--- config.mk ---
export PLATFORM = sky130hd
export DESIGN_NAME = hvn_fifo
export DESIGN_NICKNAME = d
export VERILOG_FILES = /design/src/sv/hvn_pkg.sv /design/src/sv/hvn_fifo.sv
export SDC_FILE = /design/constraint.sdc
export NUM_CORES = 1
export LEC_CHECK = 0
export BUFFER_PORTS_ARGS = -buffer_cell sky130_fd_sc_hd__buf_2
export CELL_PAD_IN_SITES_DETAIL_PLACEMENT = 1
export CELL_PAD_IN_SITES_GLOBAL_PLACEMENT = 2
export CORE_ASPECT_RATIO = 1.2
export CORE_UTILIZATION = 34
export DETAILED_ROUTE_END_ITERATION = 12
export GPL_TIMING_DRIVEN = 0
export PLACE_DENSITY = 0.82
export REMOVE_ABC_BUFFERS = 1
export SYNTH_ARGS = -nofsm -noshare
export SYNTH_HDL_FRONTEND = slang
export SYNTH_SLANG_ARGS = --single-unit
--- constraint.sdc ---
create_clock -name clk -period 2.2 [get_ports clk]
set_input_delay 0.11 -clock clk [delete_from_list [all_inputs] [get_ports clk]]
set_output_delay 0.11 -clock clk [all_outputs]
set_load 0.02 [all_outputs]
--- src/sv/hvn_pkg.sv ---
// Shared types, constants and helper functions for the heightmap vertex normal block.
// No dependencies; every other file imports this package.
`default_nettype none

package hvn_pkg;

	localparam int MAX_MAP_SIZE = 256;
	localparam int CW = $clog2(MAX_MAP_SIZE);
	localparam int AW = 2 * CW;
	localparam int DEPTH = MAX_MAP_SIZE * MAX_MAP_SIZE;

	localparam int XW = 8;        // map coordinate field
	localparam int NBW = 9;       // neighbour coordinate, may reach MAX_MAP_SIZE
	localparam int HW = 16;       // height field
	localparam int SCW = 8;       // tile scale
	localparam int SZW = 9;       // map size register
	localparam int CFG_DW = 9;    // widest register
	localparam int NW = 16;       // result component
	localparam int DW = 17;       // difference vector component
	localparam int CPW = 36;      // cross product component, multiplier A operand
	localparam int MBW = 18;      // multiplier B operand
	localparam int PW = CPW + MBW;
	localparam int SUMW = 35;     // sum of eight unit vectors
	localparam int VW = 51;       // unit input component
	localparam int UW = 32;       // unit output component

	localparam int Q_CROSS = 30;
	localparam int Q_FIN = 14;

	localparam logic signed [MBW-1:0] WGT_XY = 18'sd62259;
	localparam logic signed [MBW-1:0] WGT_Z = 18'sd58982;
	localparam logic signed [NW-1:0] NORM_ONE = 16'sd16384;

	localparam logic OP_WRITE = 1'b0;
	localparam logic OP_NORMAL = 1'b1;

	localparam logic CFG_MAP_SIZE = 1'b0;
	localparam logic CFG_TILE_SCALE = 1'b1;

	localparam logic [SZW-1:0] MAP_SIZE_RST = 9'd256;
	localparam logic [SCW-1:0] TILE_SCALE_RST = 8'd10;

	typedef struct packed {
		logic op;
		logic [XW-1:0] x;
		logic [XW-1:0] y;
		logic signed [HW-1:0] height;
	} hvn_item_t;

	typedef struct packed {
		logic busy;
		logic done;
		logic zero;
	} unit_stat_t;

	typedef enum logic [3:0] {
		B_IDLE, B_BASE, B_BCAP, B_RDA, B_RDB, B_RDH, B_MUL, B_UST, B_UWAIT,
		B_WMUL, B_WST, B_WWAIT, B_OUT
	} back_state_t;

	typedef enum logic [2:0] {
		U_IDLE, U_NORM, U_SQ, U_ROOT, U_DLOAD, U_DIV
	} unit_state_t;

	// ring walk: (-1,-1) (0,-1) (1,-1) (1,0) (1,1) (0,1) (-1,1) (-1,0) and back to start
	function automatic logic signed [1:0] ring_dx(input logic [3:0] k);
		case (k)
			4'd1, 4'd5: ring_dx = 2'sd0;
			4'd2, 4'd3, 4'd4: ring_dx = 2'sd1;
			default: ring_dx = -2'sd1;
		endcase
	endfunction

	function automatic logic signed [1:0] ring_dy(input logic [3:0] k);
		case (k)
			4'd3, 4'd7: ring_dy = 2'sd0;
			4'd4, 4'd5, 4'd6: ring_dy = 2'sd1;
			default: ring_dy = -2'sd1;
		endcase
	endfunction

	function automatic logic [AW-1:0] addr_of(input logic [NBW-1:0] x,
			input logic [NBW-1:0] y);
		addr_of = AW'(32'(y) * MAX_MAP_SIZE + 32'(x));
	endfunction

endpackage

`default_nettype wire

--- src/sv/hvn_fifo.sv ---
// Two-entry item queue between the front and the back.
// Depends on hvn_pkg for the item type.
`default_nettype none

module hvn_fifo import hvn_pkg::*; (
	input logic clk,
	input logic arst_n,
	input logic push,
	input hvn_item_t push_item,
	input logic pop,
	output hvn_item_t pop_item,
	output logic full,
	output logic empty
);

	hvn_item_t mem_q [2];
	logic wr_ptr_q, rd_ptr_q;
	logic [1:0] count_q;

	assign full = (count_q == 2'd2);
	assign empty = (count_q == 2'd0);
	assign pop_item = mem_q[rd_ptr_q];

	always_ff @(posedge clk) begin
		if (push) begin
			mem_q[wr_ptr_q] <= push_item;
		end
	end

	always_ff @(posedge clk or negedge arst_n) begin
		if (!arst_n) begin
			wr_ptr_q <= 1'b0;
			rd_ptr_q <= 1'b0;
			count_q <= 2'd0;
		end else begin
			if (push) wr_ptr_q <= ~wr_ptr_q;
			if (pop) rd_ptr_q <= ~rd_ptr_q;
			case ({push, pop})
				2'b10: count_q <= count_q + 2'd1;
				2'b01: count_q <= count_q - 2'd1;
				default: count_q <= count_q;
			endcase
		end
	end

endmodule

`default_nettype wire

=== Word level (Yosys, flattened, before mapping) ===
Memory sizes are Yosys's and may differ from the RTL's.
Index checks and enable logic that the tools add are counted.

* $add $sub $neg: 2
* Eq/ne operators: 3
* Muxes and demuxes: 3
* Bitwise logic cells: 2
* Reduce and logical (&&, ||, !) cells: 2

{| class="wikitable"
|+ Operators with widths
! operator !! number
|-
| equality test 2 bit, second input constant || 2
|-
| case mux 2 bit (2 select lines) || 1
|-
| adder 2 x 1 -> 2 bit, second input constant || 1
|-
| equality test 2 x 1 -> 1 bit, second input constant || 1
|-
| logical NOT 2 bit || 1
|-
| two-way mux 1 bit || 2
|-
| inverter 1 bit || 2
|-
| nonzero test 2 bit || 1
|-
| subtractor 2 x 1 -> 2 bit, second input constant || 1
|}

* Register bits after elaboration: 4
* RAM bits: 66
* Input bits: 37
* Output and inout bits: 35
* Logic and storage cells: 16
* Memories kept: 1

{| class="wikitable"
|+ Memory list
! name !! depth !! bits a word !! read ports !! clocked after Yosys merged registers in !! write ports !! RTL line !! text
|-
| mem_q || 2 || 33 || 1 || 0 || 1 || hvn_fifo.sv:16 || <nowiki>hvn_item_t mem_q [2];</nowiki>
|}

=== Logic depth before layout (Yosys ltp) ===
* Word-level depth: 2
* Depth in mapped cells: 5

=== Least setup slack after synthesis ===
No wires, ideal clock.

* Kind: reg-to-reg
* Start: reg wr_ptr_q
* End: mem mem_q[0][0] in the netlist's numbering (enable)
* Library setup time: 0.424 ns
* Arrival time: 1.800 ns
* Slack: -0.024 ns
* Stages on the path, launching flop included: 2
* Path buffers: 0
* Path through: dfrtp_1 nor2_1

{| class="wikitable"
|+ RTL lines
! element !! RTL line !! text
|-
| from (decl) || hvn_fifo.sv:17 || <nowiki>logic wr_ptr_q, rd_ptr_q;</nowiki>
|-
| from (signal assigned) || hvn_fifo.sv:36 || <nowiki>if (push) wr_ptr_q <= ~wr_ptr_q;</nowiki>
|-
| to (decl) || hvn_fifo.sv:16 ||
|}

Straight into the memory's write port.

==> impl_results.md <==
- Status: completed
- Maxcap violations: 0
- Reg2reg start: wr_ptr_q$_DFFE_PN0P_
- Vias in the first global route: 1,603
- Final design area excluding fillers: 0.00377 mm²
- Setup violators final: 0
- Initial antenna violation count: 0
- Share of layout cells above drive strength 1: 0.513
- WS Path Type: reg -> out
- Core Rows: 35
- Synthesis-stage register bit count: 70
- Post-DP HPWL: 2950 µm
- Largest net degree at the start of global routing: 34
- Critical path launch point type: flip-flop
- Met2 Use GR: 0.222
- Initial DRC Count: 37
- Clock Sink Count: 70
- Final Net Count: 273
- Clock root buffer: clkbuf_8
- Max Clock Freq: 0.524 GHz
- Share of the yosys chip area belonging to registers: 0.766
- Total CTS buffers: 9
- Final core utilization: 0.489
- Pwr dens: 1250 mW/mm²
- CP arrival: 1.80 ns
- Routed len/inst: 14.7 µm
- Min Tclk post-route: 1.91 ns
- Worst Hold Class: in -> async
- IO buf count: 71
- Total Routing Usage GR: 0.124
- Hold WS: 0.111 ns
- First-pass GRT wire length: 7620 µm
- Total Wirelength: 4890 µm
- Worst setup path startpoint: rd_ptr_q$_DFFE_PN0P_
- Top-area cell type share of the netlist area: 0.729
- Antenna Violating Nets Remaining: 0
- Die extent in x: 83.6 µm
- Design Power: 0.00473 W
- P_leak: 1.53 nW
- CTS max path bufs: 2
- Drt first pass iters: 4
- Post-Layout Cell Count: 332
- RSZ-0062 raised after global routing: no
- Core Footprint: 0.00771 mm²
- Synth unique cells: 13
- Final hold violation count: 0
- Syn avg cell area: 22.8 µm²
- Residual DRC: 0
- Clk_skew: 0.00723 ns
- Largest area contributor in the netlist: edfxtp_1
- GRT met1 Usage: 0.131
- Worst-Margin Slew: 0.837 ns
- GP Congestion: 0.604
- WP data required: 2.09 ns
- Yosys Warn Count: 0
- CTS tree: yes
- Initial Util: 0.353
- Vias per std cell: 4.39
- Final slew viol count: 0
- Commonest non-fill, non-tap cell in the layout: buf_2
- Rel. slew slack: 0.442
- Tcrit/Tclk final: 0.867
- Worst skew pair latency: 0.33 ns
- CP max FO: 20
- Crit end category: output port
- Via count: 1,456
- Full die area: 0.00836 mm²
- Clock-pin slew on the worst setup and hold paths: 0.07 ns
- Grt met3 use: 0.0354
- Post-Place Cell Area: 0.00317 mm²
- Diode count: 0
- Most frequent cells in the layout: buf_2, edfxtp_1, dlygate4sd3_1
- Die height: 99.9 µm
- Cell count after placement: 280
- CTS H-tree lvls: 3
- Worst VDD drop: 0.667 mV
- Mapped cell area: 0.00272 mm²
- Number of top-level pins: 72
- Total gr overflow: 0
- GRT busiest layer: met2
- Synth top area cells: edfxtp_1, mux2_4, dfrtp_1, buf_12, mux2_2
- Synth Instances: 119
- Layout Area Growth over Synthesis: 38.8%
report_power, final:
part | switching, W | internal (W) | total (W)
Clock | 0.000470 | 0.000752 | 0.00122
Combinational | 0.000807 | 0.000761 | 0.00157
Sequential | 0.000166 | 0.00178 | 0.00194
cells by family after synthesis:
kind of cell,Yosys count,share of synthesized area
muxes,33,0.177
DFF,70,0.766
adders and majority gates,1,0.00460
and+or+nand+nor,5,0.00875
buffers and inverters,5,0.0276
xor gates and xnor gates,5,0.0161
cell usage after synthesis (all sizes together):
library cell,n
mux2,33
ha,1
xor2,3
inv,1
and2,1
edfxtp,66
nor2,3
buf,4
dfrtp,4
nor2b,1
xnor2,2
per-layer routing:
| metal | routed length, µm | part of all wire |
|---|---|---|
| met1 | 1880 | 0.38 |
| met2 | 2750 | 0.56 |
| met3 | 190 | 0.039 |
| met4 | 69 | 0.014 |
| met5 | 0 | 0 |
critical path, stage by stage, from the launching register on:
cell     delay (ns)
dfrtp_2        0.69
buf_12         0.26
mux2_2         0.35
buf_2          0.16
final timing paths:
path | endpoint | slack (ns) | cells past startpoint
worst max-delay path | pop_item[31] | 0.29 | 3
worst min-delay path | count_q[1]$_DFFE_PN0P_ | 0.11 | 2
worst max register to register | mem_q[1][30]$_DFFE_PP_ | 0.66 | 1
worst min register to register | count_q[1]$_DFFE_PN0P_ | 0.49 | 1
max in group asynchronous | rd_ptr_q$_DFFE_PN0P_ | 1.95 | 2
min in group clk | count_q[1]$_DFFE_PN0P_ | 0.49 | 1
timing repair:
action | 4_1_cts | 5_1_grt
setup buffers | 0 | 0
resized for setup | 0 | 0
hold buffers | 36 | 0
endpoints found under the hold margin | 72 | 0
final cells by class:
type,instances,area [µm²]
Inverter,1,3.75
Fill cell,767,3940
Clock buffer,10,128
Sequential cell,70,2080
Timing Repair Buffer,109,763
Clock inverter,6,110
Multi-Input combinational cell,44,569
Tap cell,92,115
stage by stage:
| step | setup WS [ns] | setup TNS [ns] |
|---|---|---|
| 2_1_floorplan | -0.0241 | -0.794 |
| 3_3_place_gp | -0.886 | -35.22 |
| 3_5_place_dp | 0.620 | 0 |
| 4_1_cts | 0.237 | 0 |
| 5_1_grt | 0.193 | 0 |
| 6_report | 0.292 | 0 |
flip-flops by register name, summed over array words and instances (netlist names):
name and count:
mem_q 66, rd_ptr_q 1, wr_ptr_q 1, count_q 2
(Power assumes the default switching activity.)
