--- config.mk ---
export PLATFORM = sky130hd
export DESIGN_NAME = hvn_front_flat
export DESIGN_NICKNAME = d
export VERILOG_FILES = /design/src/sv/hvn_pkg.sv /design/src/sv/hvn_if.sv /design/src/sv/hvn_front.sv /design/src/flat_wrapper.sv
export SDC_FILE = /design/constraint.sdc
export NUM_CORES = 1
export LEC_CHECK = 0
export ABC_AREA = 1
export ABC_CLOCK_PERIOD_IN_PS = 2100
export BUFFER_PORTS_ARGS = -buffer_cell sky130_fd_sc_hd__buf_4
export CAP_MARGIN = 25
export CORE_ASPECT_RATIO = 1.4
export CORE_MARGIN = 2
export CORE_UTILIZATION = 50
export CTS_CLUSTER_SIZE = 16
export DETAILED_ROUTE_END_ITERATION = 8
export GPL_TIMING_DRIVEN = 0
export PLACE_DENSITY = 0.81
export SLEW_MARGIN = 20
export SYNTH_ARGS = -nofsm -noshare
export SYNTH_HDL_FRONTEND = slang
export SYNTH_SLANG_ARGS = --single-unit
--- constraint.sdc ---
create_clock -name clk -period 2.1 [get_ports clk]
set_input_delay 0 -clock clk [delete_from_list [all_inputs] [get_ports clk]]
set_output_delay 0 -clock clk [all_outputs]
set_load 0.005 [all_outputs]
--- src/sv/hvn_pkg.sv ---
// Shared types, constants and helper functions for the heightmap vertex normal block.
// No dependencies; every other file imports this package.
`default_nettype none

package hvn_pkg;

	localparam int MAX_MAP_SIZE = 256;
	localparam int CW = $clog2(MAX_MAP_SIZE);
	localparam int AW = 2 * CW;
	localparam int DEPTH = MAX_MAP_SIZE * MAX_MAP_SIZE;

	localparam int XW = 8;        // map coordinate field
	localparam int NBW = 9;       // neighbour coordinate, may reach MAX_MAP_SIZE
	localparam int HW = 16;       // height field
	localparam int SCW = 8;       // tile scale
	localparam int SZW = 9;       // map size register
	localparam int CFG_DW = 9;    // widest register
	localparam int NW = 16;       // result component
	localparam int DW = 17;       // difference vector component
	localparam int CPW = 36;      // cross product component, multiplier A operand
	localparam int MBW = 18;      // multiplier B operand
	localparam int PW = CPW + MBW;
	localparam int SUMW = 35;     // sum of eight unit vectors
	localparam int VW = 51;       // unit input component
	localparam int UW = 32;       // unit output component

	localparam int Q_CROSS = 30;
	localparam int Q_FIN = 14;

	localparam logic signed [MBW-1:0] WGT_XY = 18'sd62259;
	localparam logic signed [MBW-1:0] WGT_Z = 18'sd58982;
	localparam logic signed [NW-1:0] NORM_ONE = 16'sd16384;

	localparam logic OP_WRITE = 1'b0;
	localparam logic OP_NORMAL = 1'b1;

	localparam logic CFG_MAP_SIZE = 1'b0;
	localparam logic CFG_TILE_SCALE = 1'b1;

	localparam logic [SZW-1:0] MAP_SIZE_RST = 9'd256;
	localparam logic [SCW-1:0] TILE_SCALE_RST = 8'd10;

	typedef struct packed {
		logic op;
		logic [XW-1:0] x;
		logic [XW-1:0] y;
		logic signed [HW-1:0] height;
	} hvn_item_t;

	typedef struct packed {
		logic busy;
		logic done;
		logic zero;
	} unit_stat_t;

	typedef enum logic [3:0] {
		B_IDLE, B_BASE, B_BCAP, B_RDA, B_RDB, B_RDH, B_MUL, B_UST, B_UWAIT,
		B_WMUL, B_WST, B_WWAIT, B_OUT
	} back_state_t;

	typedef enum logic [2:0] {
		U_IDLE, U_NORM, U_SQ, U_ROOT, U_DLOAD, U_DIV
	} unit_state_t;

	// ring walk: (-1,-1) (0,-1) (1,-1) (1,0) (1,1) (0,1) (-1,1) (-1,0) and back to start
	function automatic logic signed [1:0] ring_dx(input logic [3:0] k);
		case (k)
			4'd1, 4'd5: ring_dx = 2'sd0;
			4'd2, 4'd3, 4'd4: ring_dx = 2'sd1;
			default: ring_dx = -2'sd1;
		endcase
	endfunction

	function automatic logic signed [1:0] ring_dy(input logic [3:0] k);
		case (k)
			4'd3, 4'd7: ring_dy = 2'sd0;
			4'd4, 4'd5, 4'd6: ring_dy = 2'sd1;
			default: ring_dy = -2'sd1;
		endcase
	endfunction

	function automatic logic [AW-1:0] addr_of(input logic [NBW-1:0] x,
			input logic [NBW-1:0] y);
		addr_of = AW'(32'(y) * MAX_MAP_SIZE + 32'(x));
	endfunction

endpackage

`default_nettype wire

--- src/sv/hvn_if.sv ---
// Valid/ready channel interfaces for input items and result items.
// Depends on hvn_pkg for field widths.
`default_nettype none

interface hvn_in_if import hvn_pkg::*; ();
	logic valid;
	logic ready;
	logic op;
	logic [XW-1:0] map_x;
	logic [XW-1:0] map_y;
	logic signed [HW-1:0] height;

	modport source(output valid, op, map_x, map_y, height, input ready);
	modport sink(input valid, op, map_x, map_y, height, output ready);
endinterface


`default_nettype wire

--- src/sv/hvn_front.sv ---
// Front: accepts items, reduces normal coordinates modulo the map size, queues them.
// Depends on hvn_pkg and hvn_in_if.
`default_nettype none

module hvn_front import hvn_pkg::*; (
	input logic clk,
	input logic arst_n,
	hvn_in_if.sink in_ch,
	input logic [SZW-1:0] size,
	input logic full,
	output logic push,
	output hvn_item_t push_item
);

	localparam int STEPS = XW;

	logic busy_q;
	logic [$clog2(STEPS+1)-1:0] cnt_q;
	logic [XW-1:0] x_q, y_q;
	logic [SZW-1:0] remx_q, remy_q;
	logic acc, mod_done;

	function automatic logic [SZW-1:0] mod_step(input logic [SZW-1:0] r, input logic b,
			input logic [SZW-1:0] s);
		logic [SZW:0] t;
		t = {r, b};
		if (t >= {1'b0, s}) begin
			t = t - {1'b0, s};
		end
		mod_step = t[SZW-1:0];
	endfunction

	assign in_ch.ready = !busy_q && !full;
	assign acc = in_ch.valid && in_ch.ready;
	assign mod_done = busy_q && (cnt_q == ($clog2(STEPS+1))'(STEPS));
	assign push = (acc && (in_ch.op == OP_WRITE)) || (mod_done && !full);

	always_comb begin
		if (busy_q) begin
			push_item = '{op: OP_NORMAL, x: remx_q[XW-1:0], y: remy_q[XW-1:0], height: '0};
		end else begin
			push_item = '{op: in_ch.op, x: in_ch.map_x, y: in_ch.map_y,
				height: in_ch.height};
		end
	end

	always_ff @(posedge clk) begin
		if (acc) begin
			x_q <= in_ch.map_x;
			y_q <= in_ch.map_y;
			remx_q <= '0;
			remy_q <= '0;
		end else if (busy_q && !mod_done) begin
			// one remainder bit per cycle, most significant first
			remx_q <= mod_step(remx_q, x_q[XW-1], size);
			remy_q <= mod_step(remy_q, y_q[XW-1], size);
			x_q <= x_q << 1;
			y_q <= y_q << 1;
		end
	end

	always_ff @(posedge clk or negedge arst_n) begin
		if (!arst_n) begin
			busy_q <= 1'b0;
			cnt_q <= '0;
		end else if (acc) begin
			busy_q <= (in_ch.op == OP_NORMAL);
			cnt_q <= '0;
		end else if (busy_q) begin
			if (!mod_done) begin
				cnt_q <= cnt_q + ($clog2(STEPS+1))'(1);
			end else if (!full) begin
				busy_q <= 1'b0;
			end
		end
	end

endmodule

`default_nettype wire

--- src/flat_wrapper.sv ---
// flat-port wrapper written by rule: the top's interface ports become plain ports
module hvn_front_flat import hvn_pkg::*;
  (clk, arst_n, size, full, push, push_item, in_ch_valid, in_ch_op, in_ch_map_x, in_ch_map_y, in_ch_height, in_ch_ready);
  hvn_in_if in_ch_i ();
  input logic clk;
  input logic arst_n;
  input logic [SZW-1:0] size;
  input logic full;
  output logic push;
  output hvn_item_t push_item;
  input wire logic [$bits(in_ch_i.valid)-1:0] in_ch_valid;
  input wire logic [$bits(in_ch_i.op)-1:0] in_ch_op;
  input wire logic [$bits(in_ch_i.map_x)-1:0] in_ch_map_x;
  input wire logic [$bits(in_ch_i.map_y)-1:0] in_ch_map_y;
  input wire logic [$bits(in_ch_i.height)-1:0] in_ch_height;
  output wire logic [$bits(in_ch_i.ready)-1:0] in_ch_ready;
  assign in_ch_i.valid = in_ch_valid;
  assign in_ch_i.op = in_ch_op;
  assign in_ch_i.map_x = in_ch_map_x;
  assign in_ch_i.map_y = in_ch_map_y;
  assign in_ch_i.height = in_ch_height;
  assign in_ch_ready = in_ch_i.ready;
  hvn_front u_core (.clk(clk), .arst_n(arst_n), .in_ch(in_ch_i), .size(size), .full(full), .push(push), .push_item(push_item));
endmodule
# Yosys cells after proc, flatten, opt, wreduce, memory -nomap -nowiden

Cells that the tools add are included.
Widths: inputs -> output; s select.

Output and inout bits: 35
Input port bits: 46
Logic and storage cells: 41
Register bits after elaboration: 39

$lt $le $gt $ge: 2
Bitwise gates (word level): 1
Multiplexer cells: 14
Equal/unequal tests: 2
Reduce and logical (&&, ||, !) cells: 13
Add/sub/neg operators: 3

Operator list:

| cell                | count |
|---|---|
| $mux 33             | 1 |
| $mux 8              | 4 |
| $ge 10x9->1         | 2 |
| $mux 9              | 2 |
| $sub 9x9->9         | 2 |
| $mux 4              | 3 |
| $logic_and 1x1->1   | 6 |
| $add 4x1->4 const B | 1 |
| $eq 4x4->1 const B  | 1 |
| $mux 1              | 4 |
| $reduce_bool 2->1   | 2 |
| $logic_not 1->1     | 3 |
| $ne 2x1->1 const B  | 1 |
| $reduce_and 2->1    | 1 |
| $logic_or 1x1->1    | 1 |
| $not 1->1           | 1 |

# Longest topological paths before layout

Gate-level depths: netlist of run 1.

Depth after elaboration: 6
Gate-level depth with buffers: 13
Depth with buffers taken out: 13

# Worst setup path before layout of run 1

Ideal clock, no wire load.

Kind: flip-flop to flip-flop
Start: register u_core.y_q[7]
End: register u_core.remy_q[0]
Setup time: 113 ps
Data arrival time: 1,554 ps
Path slack: 433 ps
Stages on the path, launching flop included: 11
Data required time: 1,987 ps
Clock period less this slack: 1,667 ps
Buffers on the path: 0
Path through: edfxtp_1 inv_1 ha_1 inv_1 fa_1 nand4_1 nand2_1 nand2_4 nand3_1 nand3_1 nand2_1

Cells in the longest elaborated chain, start to end: 2
Elaborated cells between the ends (all ways): 3
Those cells by class: add/sub: 1; order compare: 1; mux: 1

RTL lines:

| item                                              | RTL line                         | source |
|---|---|---|
| from (decl)                                       | hvn_front.sv:19                  | `logic [XW-1:0] x_q, y_q;` |
| from (signal assigned)                            | hvn_front.sv:50                  | `y_q <= in_ch.map_y;` |
| from (signal assigned)                            | hvn_front.sv:58                  | `y_q <= y_q << 1;` |
| $sub 9x9->9 / $ge 10x9->1 (equally long branches) | hvn_front.sv:28, hvn_front.sv:27 |  |
| $mux 9 *                                          | hvn_front.sv:27                  | `if (t >= {1'b0, s}) begin` |
| to (signal assigned)                              | hvn_front.sv:56                  | `remy_q <= mod_step(remy_q, y_q[XW-1], size);` |
| to (decl)                                         | hvn_front.sv:20                  | `logic [SZW-1:0] remx_q, remy_q;` |

Every way passes the cells marked *; elsewhere a longest branch is shown, timed or not.
A chain may end at the register's enable or synchronous reset.

# Final worst setup path of run 1

Start: register u_core.y_q[7]
End: register u_core.remy_q[6]

Same word-level chain as after synthesis.

==> flow_summary.json, run 1 <==
{
  "crit_start": "u_core.y_q[7]$_DFFE_PP_",
  "worst_pin_slew_ps": 471,
  "drc": 0,
  "holdPathStages": 3,
  "power-per-cell-area_nw_per_um2": 1580,
  "path_max_fanout": 10,
  "maximum_number_of_pins_on_one_net_before_global_route_repair": 19,
  "postCtsSetupBuffers": 0,
  "finish.net_count": 648,
  "placementRows": 34,
  "synth_cell_types": 30,
  "netlist_instances": 492,
  "final_period_minus_worst_setup_slack_ps": 1910,
  "die_height_um": 98.6,
  "timing.fmax_mhz": 523,
  "yosysMostFrequentCell": "sky130_fd_sc_hd__nand2_1",
  "final_layout_size_suffix_gt1_share_pct": 19.3,
  "cts_hold_repair.buffers": 1,
  "finalSetupViolCount": 0,
  "drt_pass1_iterations": 4,
  "fin_total_pwr_uw": 6330,
  "grt_setup_unrepaired": "no",
  "initial_utilization_pct": 51.5,
  "postSynth.asyncResetShare_pct": 12.8,
  "timing_hold_violations_final": 0,
  "num-fill-cells": 573,
  "cts_num_sinks": 39,
  "max_stage_delay_ps": 420,
  "route.detailed.wl_per_inst_um": 12.4,
  "ctsResizeCount": 0,
  "number_of_antenna_violations_at_the_first_check_in_global_routing": 0,
  "postRouteAntennaNets": 0,
  "regToRegEndpoint": "u_core.remy_q[6]$_SDFFE_PP0P_",
  "reg2reg_from": "u_core.y_q[7]$_DFFE_PP_",
  "critPathBufInv": 2,
  "drt-total-wl_mm": 8.10,
  "ctsLongestPathBuffers": 2,
  "max-vdd-ir-drop_v": 0.000743,
  "yosysSeqAreaShare_pct": 30.2,
  "hp-class": "input pin to register",
  "cts-root-buf": "sky130_fd_sc_hd__clkbuf_8",
  "count_of_vias_placed_by_the_detailed_router": 3254,
  "rr_worst_depth": 11,
  "ys_top_cells_by_count": "sky130_fd_sc_hd__nand2_1 (158), sky130_fd_sc_hd__inv_1 (99), sky130_fd_sc_hd__nand3_1 (55)",
  "post_synth_main_area_contributors": "sky130_fd_sc_hd__nand2_1 (19%), sky130_fd_sc_hd__edfxtp_1 (15%), sky130_fd_sc_hd__inv_1 (12%)",
  "insertion_delay_ps": 300,
  "static-leakage-power_uw": 0.00234,
  "setup.worst_path.start_class": "register",
  "synth-warning-count": 0,
  "ys_seq_elements": 39,
  "setup_slack_reg_to_reg_ps": 190,
  "synth_enable_flop_cells": 16,
  "cell_taking_the_most_area_after_synthesis": "sky130_fd_sc_hd__nand2_1",
  "gpl.final_weighted_congestion": 0.850,
  "flow.area_growth_from_synthesis_pct": 25.8,
  "route.detailed.vias_per_inst": 4.98,
  "chipWidth_um": 71.6,
  "dp.final_hpwl_mm": 6.58,
  "design.portCount": 81,
  "tritoncts.num_buffers": 5,
  "whs_endpoint": "u_core.busy_q$_DFF_PN0_",
  "clkSlewWorstSetupHoldPaths_ps": 80,
  "cts_tree": "built",
  "max-slew-margin-rel_pct": 68.6,
  "cp_common_cell": "sky130_fd_sc_hd__nand2_1",
  "grt_pass1_vias": 3031,
  "post_synthesis_cell_area_sq_um": 3200,
  "status": "finished clean",
  "maxCapViolCount": 0,
  "critical_path.slowest_cell": "sky130_fd_sc_hd__fa_1",
  "arrival_ps": 2160,
  "detailedRoute.firstIterationViolations": 152,
  "critical-path-top-delay-family": "simple AND/OR/NAND/NOR gates",
  "core_region_area_sq_um": 6210,
  "cts.htree.levels": 2,
  "syn-num-nets": 560,
  "worst-endpoint-required_ps": 2340,
  "grt_use_total_pct": 23.2,
  "worstPathCellList": "inv_1 > ha_1 > inv_1 > fa_1 > nand4_1 > nand2_1 > nand2_4 > nand2_8 > nand2_1 > nand3_1 > nand2_1",
  "dieArea_sq_um": 7060,
  "cp.depth": 11,
  "grt_first_pass_wirelength_mm": 13.3,
  "numPortBuffers": 80,
  "synth-main-ff-cell": "sky130_fd_sc_hd__dfxtp_1",
  "aggregate_negative_setup_slack_ps": 0,
  "endpoint_kind": "register",
  "worst-setup-path-type": "register to register",
  "avg_inst_size_synth_sq_um": 6.50,
  "clock_skew_ps": 9.26,
  "post-route-period-util_pct": 91.1,
  "grt-ovfl-total": 0,
  "synth_largest_type_area_fraction_pct": 18.6,
  "hold_path.startpoint": "full",
  "timing_max_transition_violations_final": 0,
  "number_of_antenna_repair_diodes": 0
}
-- placed cells by master, fill, tap and decap left out, types with 16 or more instances in the layout --
cell and n:
sky130_fd_sc_hd__nand3_1 55, sky130_fd_sc_hd__nor2_1 30, sky130_fd_sc_hd__nand2_1 158, sky130_fd_sc_hd__inv_1 99, sky130_fd_sc_hd__buf_4 82, sky130_fd_sc_hd__edfxtp_1 16
sky130_fd_sc_hd__dfxtp_1 18, sky130_fd_sc_hd__ha_1 20, sky130_fd_sc_hd__o21ai_0 31
-- per-layer routing --
| layer | vias to the layer above | GRT usage [%] | part of all wire (%) |
|---|---|---|---|
| met2 | 77 | 41.0 | 52 |
| met4 | 0 | 10.9 | 3.5 |
| met1 | 1454 | 26.7 | 41 |
| li1 | 1701 | - | - |
| met5 | - | 0 | 0 |
| met3 | 22 | 4.09 | 4.0 |
-- through the flow --
step	area, sq um	hold WS (ps)	cells	setup slack, ps	util (%)
floorplan	3200	-296	492	433	-
global placement	3890	-194	644	273	62.6
detailed placement	3890	-191	644	228	62.6
CTS	4020	11.9	653	200	64.7
global route	4020	10.4	653	45.4	64.7
finish	4020	8.50	653	187	64.7
-- worst register-to-register path, cell delays in order (launching register included) --
cell                       delay [ps]
sky130_fd_sc_hd__edfxtp_1         390
sky130_fd_sc_hd__inv_1            100
sky130_fd_sc_hd__ha_1             150
sky130_fd_sc_hd__inv_1             70
sky130_fd_sc_hd__fa_1             420
sky130_fd_sc_hd__nand4_1          140
sky130_fd_sc_hd__nand2_1          110
sky130_fd_sc_hd__nand2_4          160
sky130_fd_sc_hd__nand2_8           90
sky130_fd_sc_hd__nand2_1           80
sky130_fd_sc_hd__nand3_1           60
sky130_fd_sc_hd__nand2_1           90
-- flip-flops by register name, indices dropped and copies added (netlist names) --
name	count
u_core.remx_q	9
u_core.y_q	8
u_core.remy_q	9
u_core.busy_q	1
u_core.x_q	8
u_core.cnt_q	4
-- kinds of logic (layout without fill, tap and decap cells) --
| family | after synthesis | after routing | synth area share (%) |
|---|---|---|---|
| adder cells (fa/ha/maj) | 22 | 22 | 9.08 |
| XOR/XNOR | 6 | 6 | 1.64 |
| buffers and inverters | 115 | 204 | 14.4 |
| AO/OA/AOI/OAI | 46 | 46 | 8.06 |
| flip-flops | 39 | 39 | 30.2 |
| AND/OR/NAND/NOR | 264 | 264 | 36.6 |
-- report_power, final --
| part | switching (uW) | internal (uW) | total [uW] |
|---|---|---|---|
| Sequential | 348 | 1300 | 1640 |
| Combinational | 2330 | 1700 | 4040 |
| Clock | 272 | 379 | 652 |
-- cell type report --
type,instances,area [sq um],area share (%)
Sequential cell,39,966,24.0
Multi-Input combinational cell,338,1770,44.1
Tap cell,72,90.1,2.24
Timing Repair Buffer,81,611,15.2
Inverter,100,375,9.34
Buffer,15,83.8,2.09
Clock buffer,8,123,3.05
-- how the worst max path moves through the flow --
stage                                    endpoint
detailed placement  u_core.remy_q[5]$_SDFFE_PP0P_
global route        u_core.remy_q[7]$_SDFFE_PP0P_
CTS                 u_core.remy_q[6]$_SDFFE_PP0P_
global placement    u_core.remy_q[5]$_SDFFE_PP0P_
finish              u_core.remy_q[6]$_SDFFE_PP0P_
floorplan           u_core.remy_q[0]$_SDFFE_PP0P_
No activity file was read; power rests on OpenSTA's default activity.
==> run 2, diff against run 1 <==
--- a/config.mk
+++ b/config.mk
@@ -6,13 +6,13 @@
 export NUM_CORES = 1
 export LEC_CHECK = 0
 export ABC_AREA = 1
-export ABC_CLOCK_PERIOD_IN_PS = 2100
+export ABC_CLOCK_PERIOD_IN_PS = 2000
 export BUFFER_PORTS_ARGS = -buffer_cell sky130_fd_sc_hd__buf_4
 export CAP_MARGIN = 25
 export CORE_ASPECT_RATIO = 1.4
 export CORE_MARGIN = 2
 export CORE_UTILIZATION = 50
-export CTS_CLUSTER_SIZE = 16
+export CTS_CLUSTER_SIZE = 30
 export DETAILED_ROUTE_END_ITERATION = 8
 export GPL_TIMING_DRIVEN = 0
 export PLACE_DENSITY = 0.81
==> constraint.sdc (replaced) <==
create_clock -name clk -period 2 [get_ports clk]
set_input_delay 0 -clock clk [delete_from_list [all_inputs] [get_ports clk]]
set_output_delay 0 -clock clk [all_outputs]
set_load 0.005 [all_outputs]
==> run 2 against run 1 <==
Net effect: via count up 0.71%; worst setup slack worse by 54 ps; sequential power grew 5%; critical endpoint unchanged; highest routed layer unchanged.
==> flow_summary.json, run 2 (synthesis results as in run 1) <==
{
  "cts_tree": "built",
  "power-per-cell-area_nw_per_um2": 1660,
  "final_period_minus_worst_setup_slack_ps": 1870,
  "largest_registers": "u_core.remx_q x9, u_core.remy_q x9",
  "tritoncts.num_buffers": 5,
  "clkPwrFrac_pct": 10.1,
  "max-slew-margin-rel_pct": 65.1,
  "timing_hold_violations_final": 0,
  "grt_setup_unrepaired": "no",
  "power.share.switching_pct": 46.8,
  "path_max_fanout": 9,
  "insertion_delay_ps": 300,
  "whs_endpoint": "u_core.busy_q$_DFF_PN0_",
  "power.net_switching_uw": 3130,
  "aggregate_negative_setup_slack_ps": 0,
  "grt_use_total_pct": 23.2,
  "power.share.combinational_pct": 64.1,
  "route.detailed.vias_per_inst": 5.00,
  "holdPathStages": 3,
  "static-leakage-power_uw": 0.00234,
  "hp-class": "input pin to register",
  "dp.final_hpwl_mm": 6.58,
  "num-fill-cells": 575,
  "dieArea_sq_um": 7060,
  "cts_num_sinks": 39,
  "worst-endpoint-required_ps": 2190,
  "drc": 0,
  "setup.worst_path.start_class": "register",
  "worst_pin_slew_ps": 519,
  "max-vdd-ir-drop_v": 0.000771,
  "grt_first_pass_wirelength_mm": 13.3,
  "internal_power_uw": 3560,
  "arrival_ps": 2060,
  "status": "finished clean",
  "number_of_antenna_repair_diodes": 0,
  "gpl.final_weighted_congestion": 0.850,
  "die_height_um": 98.6,
  "maxCapViolCount": 0,
  "postCtsSetupBuffers": 0,
  "detailedRoute.firstIterationViolations": 176,
  "setup_slack_reg_to_reg_ps": 130,
  "cts.htree.levels": 2,
  "endpoint_kind": "register",
  "numPortBuffers": 80,
  "worstPathCellList": "ha_1 > nand2_1 > nor3_1 > nand2_4 > nand2_8 > nand2_1 > nand3_1 > nand2_1",
  "cp_common_cell": "sky130_fd_sc_hd__nand2_1",
  "design.portCount": 81,
  "timing.fmax_mhz": 535,
  "final_layout_size_suffix_gt1_share_pct": 19.9,
  "fin_worst_hold_slack_ps": 8.53,
  "post-route-period-util_pct": 93.4,
  "reg2reg_from": "u_core.remy_q[5]$_SDFFE_PP0P_",
  "hold_path.startpoint": "full",
  "grt-ovfl-total": 0,
  "final_cell_mix": "sky130_fd_sc_hd__nand2_1 (157), sky130_fd_sc_hd__inv_1 (99), sky130_fd_sc_hd__buf_4 (82)",
  "number_of_antenna_violations_at_the_first_check_in_global_routing": 0,
  "max_stage_delay_ps": 420,
  "postRouteAntennaNets": 0,
  "core_region_area_sq_um": 6210,
  "rr_worst_depth": 8,
  "clock_skew_ps": 9.59,
  "ctsLongestPathBuffers": 2,
  "initial_utilization_pct": 51.5,
  "placementRows": 34,
  "cts-root-buf": "sky130_fd_sc_hd__clkbuf_8",
  "regToRegEndpoint": "u_core.remy_q[6]$_SDFFE_PP0P_",
  "worst-setup-path-type": "register to register",
  "flow.area_growth_from_synthesis_pct": 26.3,
  "most_common_cell_after_layout_fill_and_taps_aside": "sky130_fd_sc_hd__nand2_1",
  "route.detailed.wl_per_inst_um": 12.5,
  "power.share.sequential_pct": 25.8,
  "critical_path.slowest_cell": "sky130_fd_sc_hd__nor3_1",
  "finish.net_count": 650,
  "clkSlewWorstSetupHoldPaths_ps": 80,
  "chipWidth_um": 71.6,
  "finalSetupViolCount": 0,
  "count_of_vias_placed_by_the_detailed_router": 3277,
  "timing_max_transition_violations_final": 0,
  "drt-total-wl_mm": 8.21,
  "drt_pass1_iterations": 4,
  "grt_pass1_vias": 3031,
  "maximum_number_of_pins_on_one_net_before_global_route_repair": 19
}
run 2: cell count changes in the layout (fill, tap and decap cells not counted):
| cell | before | now |
|---|---|---|
| sky130_fd_sc_hd__fa_1 | 2 | 1 |
| sky130_fd_sc_hd__nand2_1 | 158 | 157 |
| sky130_fd_sc_hd__nand2_2 | 3 | 6 |
| sky130_fd_sc_hd__fa_2 | 0 | 1 |
run 2: what timing repair did:
| item | in CTS | in global routing |
|---|---|---|
| endpoints found under the setup margin | 0 | 11 |
| gates resized for setup | 0 | 2 |
| hold endpoints to repair | 5 | 0 |
| hold buffers | 1 | 0 |
run 2: layout make-up:
type / count / area, sq um / area share, %
Tap cell: 72 / 90.1 / 2.23
Clock buffer: 8 / 123 / 3.04
Multi-Input combinational cell: 340 / 1790 / 44.3
Buffer: 15 / 83.8 / 2.08
Sequential cell: 39 / 966 / 23.9
Inverter: 100 / 375 / 9.30
Timing Repair Buffer: 81 / 611 / 15.1
run 2: worst max-delay path by stage:
| stage | to | depth (start not counted) | startpoint |
|---|---|---|---|
| floorplan | u_core.remy_q[0]$_SDFFE_PP0P_ | 10 | u_core.y_q[7]$_DFFE_PP_ |
| global placement | u_core.remy_q[5]$_SDFFE_PP0P_ | 11 | u_core.y_q[7]$_DFFE_PP_ |
| detailed placement | u_core.remy_q[5]$_SDFFE_PP0P_ | 11 | u_core.y_q[7]$_DFFE_PP_ |
| CTS | u_core.remy_q[6]$_SDFFE_PP0P_ | 11 | u_core.y_q[7]$_DFFE_PP_ |
| global route | u_core.remx_q[3]$_SDFFE_PP0P_ | 10 | u_core.x_q[7]$_DFFE_PP_ |
| finish | u_core.remy_q[6]$_SDFFE_PP0P_ | 8 | u_core.remy_q[5]$_SDFFE_PP0P_ |
run 2: power by group through the flow:
stage	registers [uW]	clock network, uW	logic (uW)
after floorplan	1600	0	3070
after global placement	1700	0	4080
after detailed placement	1730	0	4220
after CTS	1720	687	4250
after global routing	1770	718	4870
final	1720	677	4280
run 2: metrics by stage:
stage,power [uW],util [%],area [sq um],setup WS (ps),instances
after floorplan,4670,-,3200,333,492
after global placement,5780,62.6,3890,173,644
after detailed placement,5950,62.6,3890,128,644
after CTS,6660,64.7,4020,99.9,653
after global routing,7360,65.0,4040,12.0,655
final,6680,65.0,4040,132,655
run 2: layer usage:
layer	track usage, %	routed length (um)	vias to the layer above
met5	0	0	-
met4	10.9	264	0
met3	4.09	340	20
met2	41.0	4320	87
met1	26.7	3290	1463
li1	-	-	1707
run 2: critical path: cells and delay by family, from the launching register on:
kind                     cells  cell delay, ps
adder cells (fa/ha/maj)      1             370
flip-flops                   1             350
AND/OR/NAND/NOR              7            1020
==> run 3, diff against run 2 <==
--- a/config.mk
+++ b/config.mk
@@ -15,6 +15,7 @@
 export CTS_CLUSTER_SIZE = 30
 export DETAILED_ROUTE_END_ITERATION = 8
 export GPL_TIMING_DRIVEN = 0
+export MAX_ROUTING_LAYER = met4
 export PLACE_DENSITY = 0.81
 export SLEW_MARGIN = 20
 export SYNTH_ARGS = -nofsm -noshare
==> run 3 against run 2 <==
Net effect: core utilization is the same; flip-flop and latch count is the same; die area did not move; routed wire length fell by 0.38%; power about the same; highest routed layer unchanged.
==> flow_summary.json, run 3 (synthesis results as in run 1) <==
{
  "cts-root-buf": "sky130_fd_sc_hd__clkbuf_8",
  "insertion_delay_ps": 290,
  "largest_registers": "u_core.remx_q x9, u_core.remy_q x9",
  "arrival_ps": 2050,
  "final_layout_size_suffix_gt1_share_pct": 19.9,
  "setup.worst_path.start_class": "register",
  "placed_cell_area_sq_um": 3890,
  "maximum_number_of_pins_on_one_net_before_global_route_repair": 19,
  "path_max_fanout": 9,
  "maxCapViolCount": 0,
  "power.share.combinational_pct": 64.0,
  "post-route-period-util_pct": 93.4,
  "route.detailed.wl_per_inst_um": 12.5,
  "die_height_um": 98.6,
  "placed_cells": 644,
  "grt-ovfl-total": 0,
  "ctsLongestPathBuffers": 2,
  "stdcell_count": 655,
  "internal_power_uw": 3560,
  "timing_hold_violations_final": 0,
  "endpoint_kind": "register",
  "drt-total-wl_mm": 8.18,
  "final_period_minus_worst_setup_slack_ps": 1870,
  "finish.net_count": 650,
  "cts.htree.levels": 2,
  "multiInputGateArea_sq_um": 1790,
  "ff_latch_area_sq_um": 966,
  "fin_total_pwr_uw": 6680,
  "finalSetupViolCount": 0,
  "route.detailed.vias_per_inst": 4.98,
  "grt_use_total_pct": 23.9,
  "dp.final_hpwl_mm": 6.58,
  "aggregate_negative_setup_slack_ps": 0,
  "static-leakage-power_uw": 0.00234,
  "drc": 0,
  "clkSlewWorstSetupHoldPaths_ps": 80,
  "number_of_antenna_repair_diodes": 0,
  "numPortBuffers": 80,
  "tritoncts.num_buffers": 5,
  "clock_skew_ps": 6.96,
  "hp-class": "input pin to register",
  "final_cell_mix": "sky130_fd_sc_hd__nand2_1 (157), sky130_fd_sc_hd__inv_1 (99), sky130_fd_sc_hd__buf_4 (82)",
  "number_of_antenna_violations_at_the_first_check_in_global_routing": 0,
  "max-slew-margin-rel_pct": 65.1,
  "power-per-cell-area_nw_per_um2": 1650,
  "finalInstanceArea_sq_um": 4040,
  "detailedRoute.firstIterationViolations": 170,
  "gpl.final_weighted_congestion": 0.863,
  "grt_first_pass_wirelength_mm": 13.3,
  "postRouteAntennaNets": 0,
  "dieArea_sq_um": 7060,
  "count_of_vias_placed_by_the_detailed_router": 3262,
  "cts_num_sinks": 39,
  "cts_tree": "built",
  "max-vdd-ir-drop_v": 0.000776,
  "power.share.switching_pct": 46.8,
  "drt_pass1_iterations": 4,
  "timing.fmax_mhz": 535,
  "initial_utilization_pct": 51.5,
  "flow.area_growth_from_synthesis_pct": 26.3,
  "power.net_switching_uw": 3120,
  "grt_setup_unrepaired": "no",
  "placementRows": 34,
  "timing_max_transition_violations_final": 0,
  "grt_pass1_vias": 3026,
  "chipWidth_um": 71.6,
  "design.portCount": 81,
  "core_region_area_sq_um": 6210,
  "worst_pin_slew_ps": 519,
  "num-fill-cells": 575,
  "status": "finished clean",
  "worst-endpoint-required_ps": 2190,
  "clkPwrFrac_pct": 10.1,
  "worst-setup-path-type": "register to register",
  "most_common_cell_after_layout_fill_and_taps_aside": "sky130_fd_sc_hd__nand2_1",
  "power.share.sequential_pct": 25.8
}
-- run 3: worst paths after layout --
| path | slack, ps | to | cells past startpoint | startpoint |
|---|---|---|---|---|
| min reg2reg | 490 | u_core.remy_q[8]$_SDFFE_PP0P_ | 2 | u_core.remy_q[8]$_SDFFE_PP0P_ |
| max in group asynchronous | 1840 | u_core.busy_q$_DFF_PN0_ | 2 | arst_n |
| max | 130 | u_core.remy_q[6]$_SDFFE_PP0P_ | 8 | u_core.remy_q[5]$_SDFFE_PP0P_ |
| min in group asynchronous | 40 | u_core.cnt_q[0]$_DFFE_PN0P_ | 2 | arst_n |
| max reg2reg | 130 | u_core.remy_q[6]$_SDFFE_PP0P_ | 8 | u_core.remy_q[5]$_SDFFE_PP0P_ |
| min | 10 | u_core.busy_q$_DFF_PN0_ | 3 | full |
-- run 3: power groups by stage --
stage | Clock (uW) | Combinational, uW | Sequential (uW)
2_1_floorplan | 0 | 3070 | 1600
3_3_place_gp | 0 | 4080 | 1700
3_5_place_dp | 0 | 4220 | 1730
4_1_cts | 687 | 4250 | 1720
5_1_grt | 718 | 4870 | 1770
6_report | 677 | 4280 | 1730
-- run 3: critical path, cell delays in order (launching register included) --
cell	delay, ps
sky130_fd_sc_hd__dfxtp_1	350
sky130_fd_sc_hd__ha_1	370
sky130_fd_sc_hd__nand2_1	120
sky130_fd_sc_hd__nor3_1	420
sky130_fd_sc_hd__nand2_4	160
sky130_fd_sc_hd__nand2_8	120
sky130_fd_sc_hd__nand2_1	60
sky130_fd_sc_hd__nand3_1	60
sky130_fd_sc_hd__nand2_1	70
-- run 3: cell type report --
cell class              instances  area share, %
flip-flops and latches         39           23.9
clock buffers                   8           3.04
multi-input cells             340           44.3
well taps                      72           2.23
plain buffers                  15           2.08
inverters                     100           9.30
repair buffers                 81           15.1
-- run 3: routing by layer --
| layer | global-route usage (%) | wire [um] | vias to the layer above |
|---|---|---|---|
| met4 | 10.6 | 238 | 0 |
| met3 | 3.78 | 306 | 17 |
| met2 | 41.2 | 4330 | 77 |
| met1 | 27.0 | 3300 | 1460 |
| met5 | - | 0 | - |
| li1 | - | - | 1708 |
-- run 3: through the flow --
step                utilization (%)  hold slack, ps  setup WS [ps]
finish                         65.0            14.1            131
detailed placement             62.6            -191            128
CTS                            64.7            11.9           99.9
global route                   65.0            10.4           12.0
floorplan                         -            -296            333
global placement               62.6            -194            173
-- run 3: what timing repair did --
item	in CTS	in global routing
hold buffers	1	0
setup buffers	0	0
setup endpoints to repair	0	11
gates resized for setup	0	2
endpoints found under the hold margin	5	0
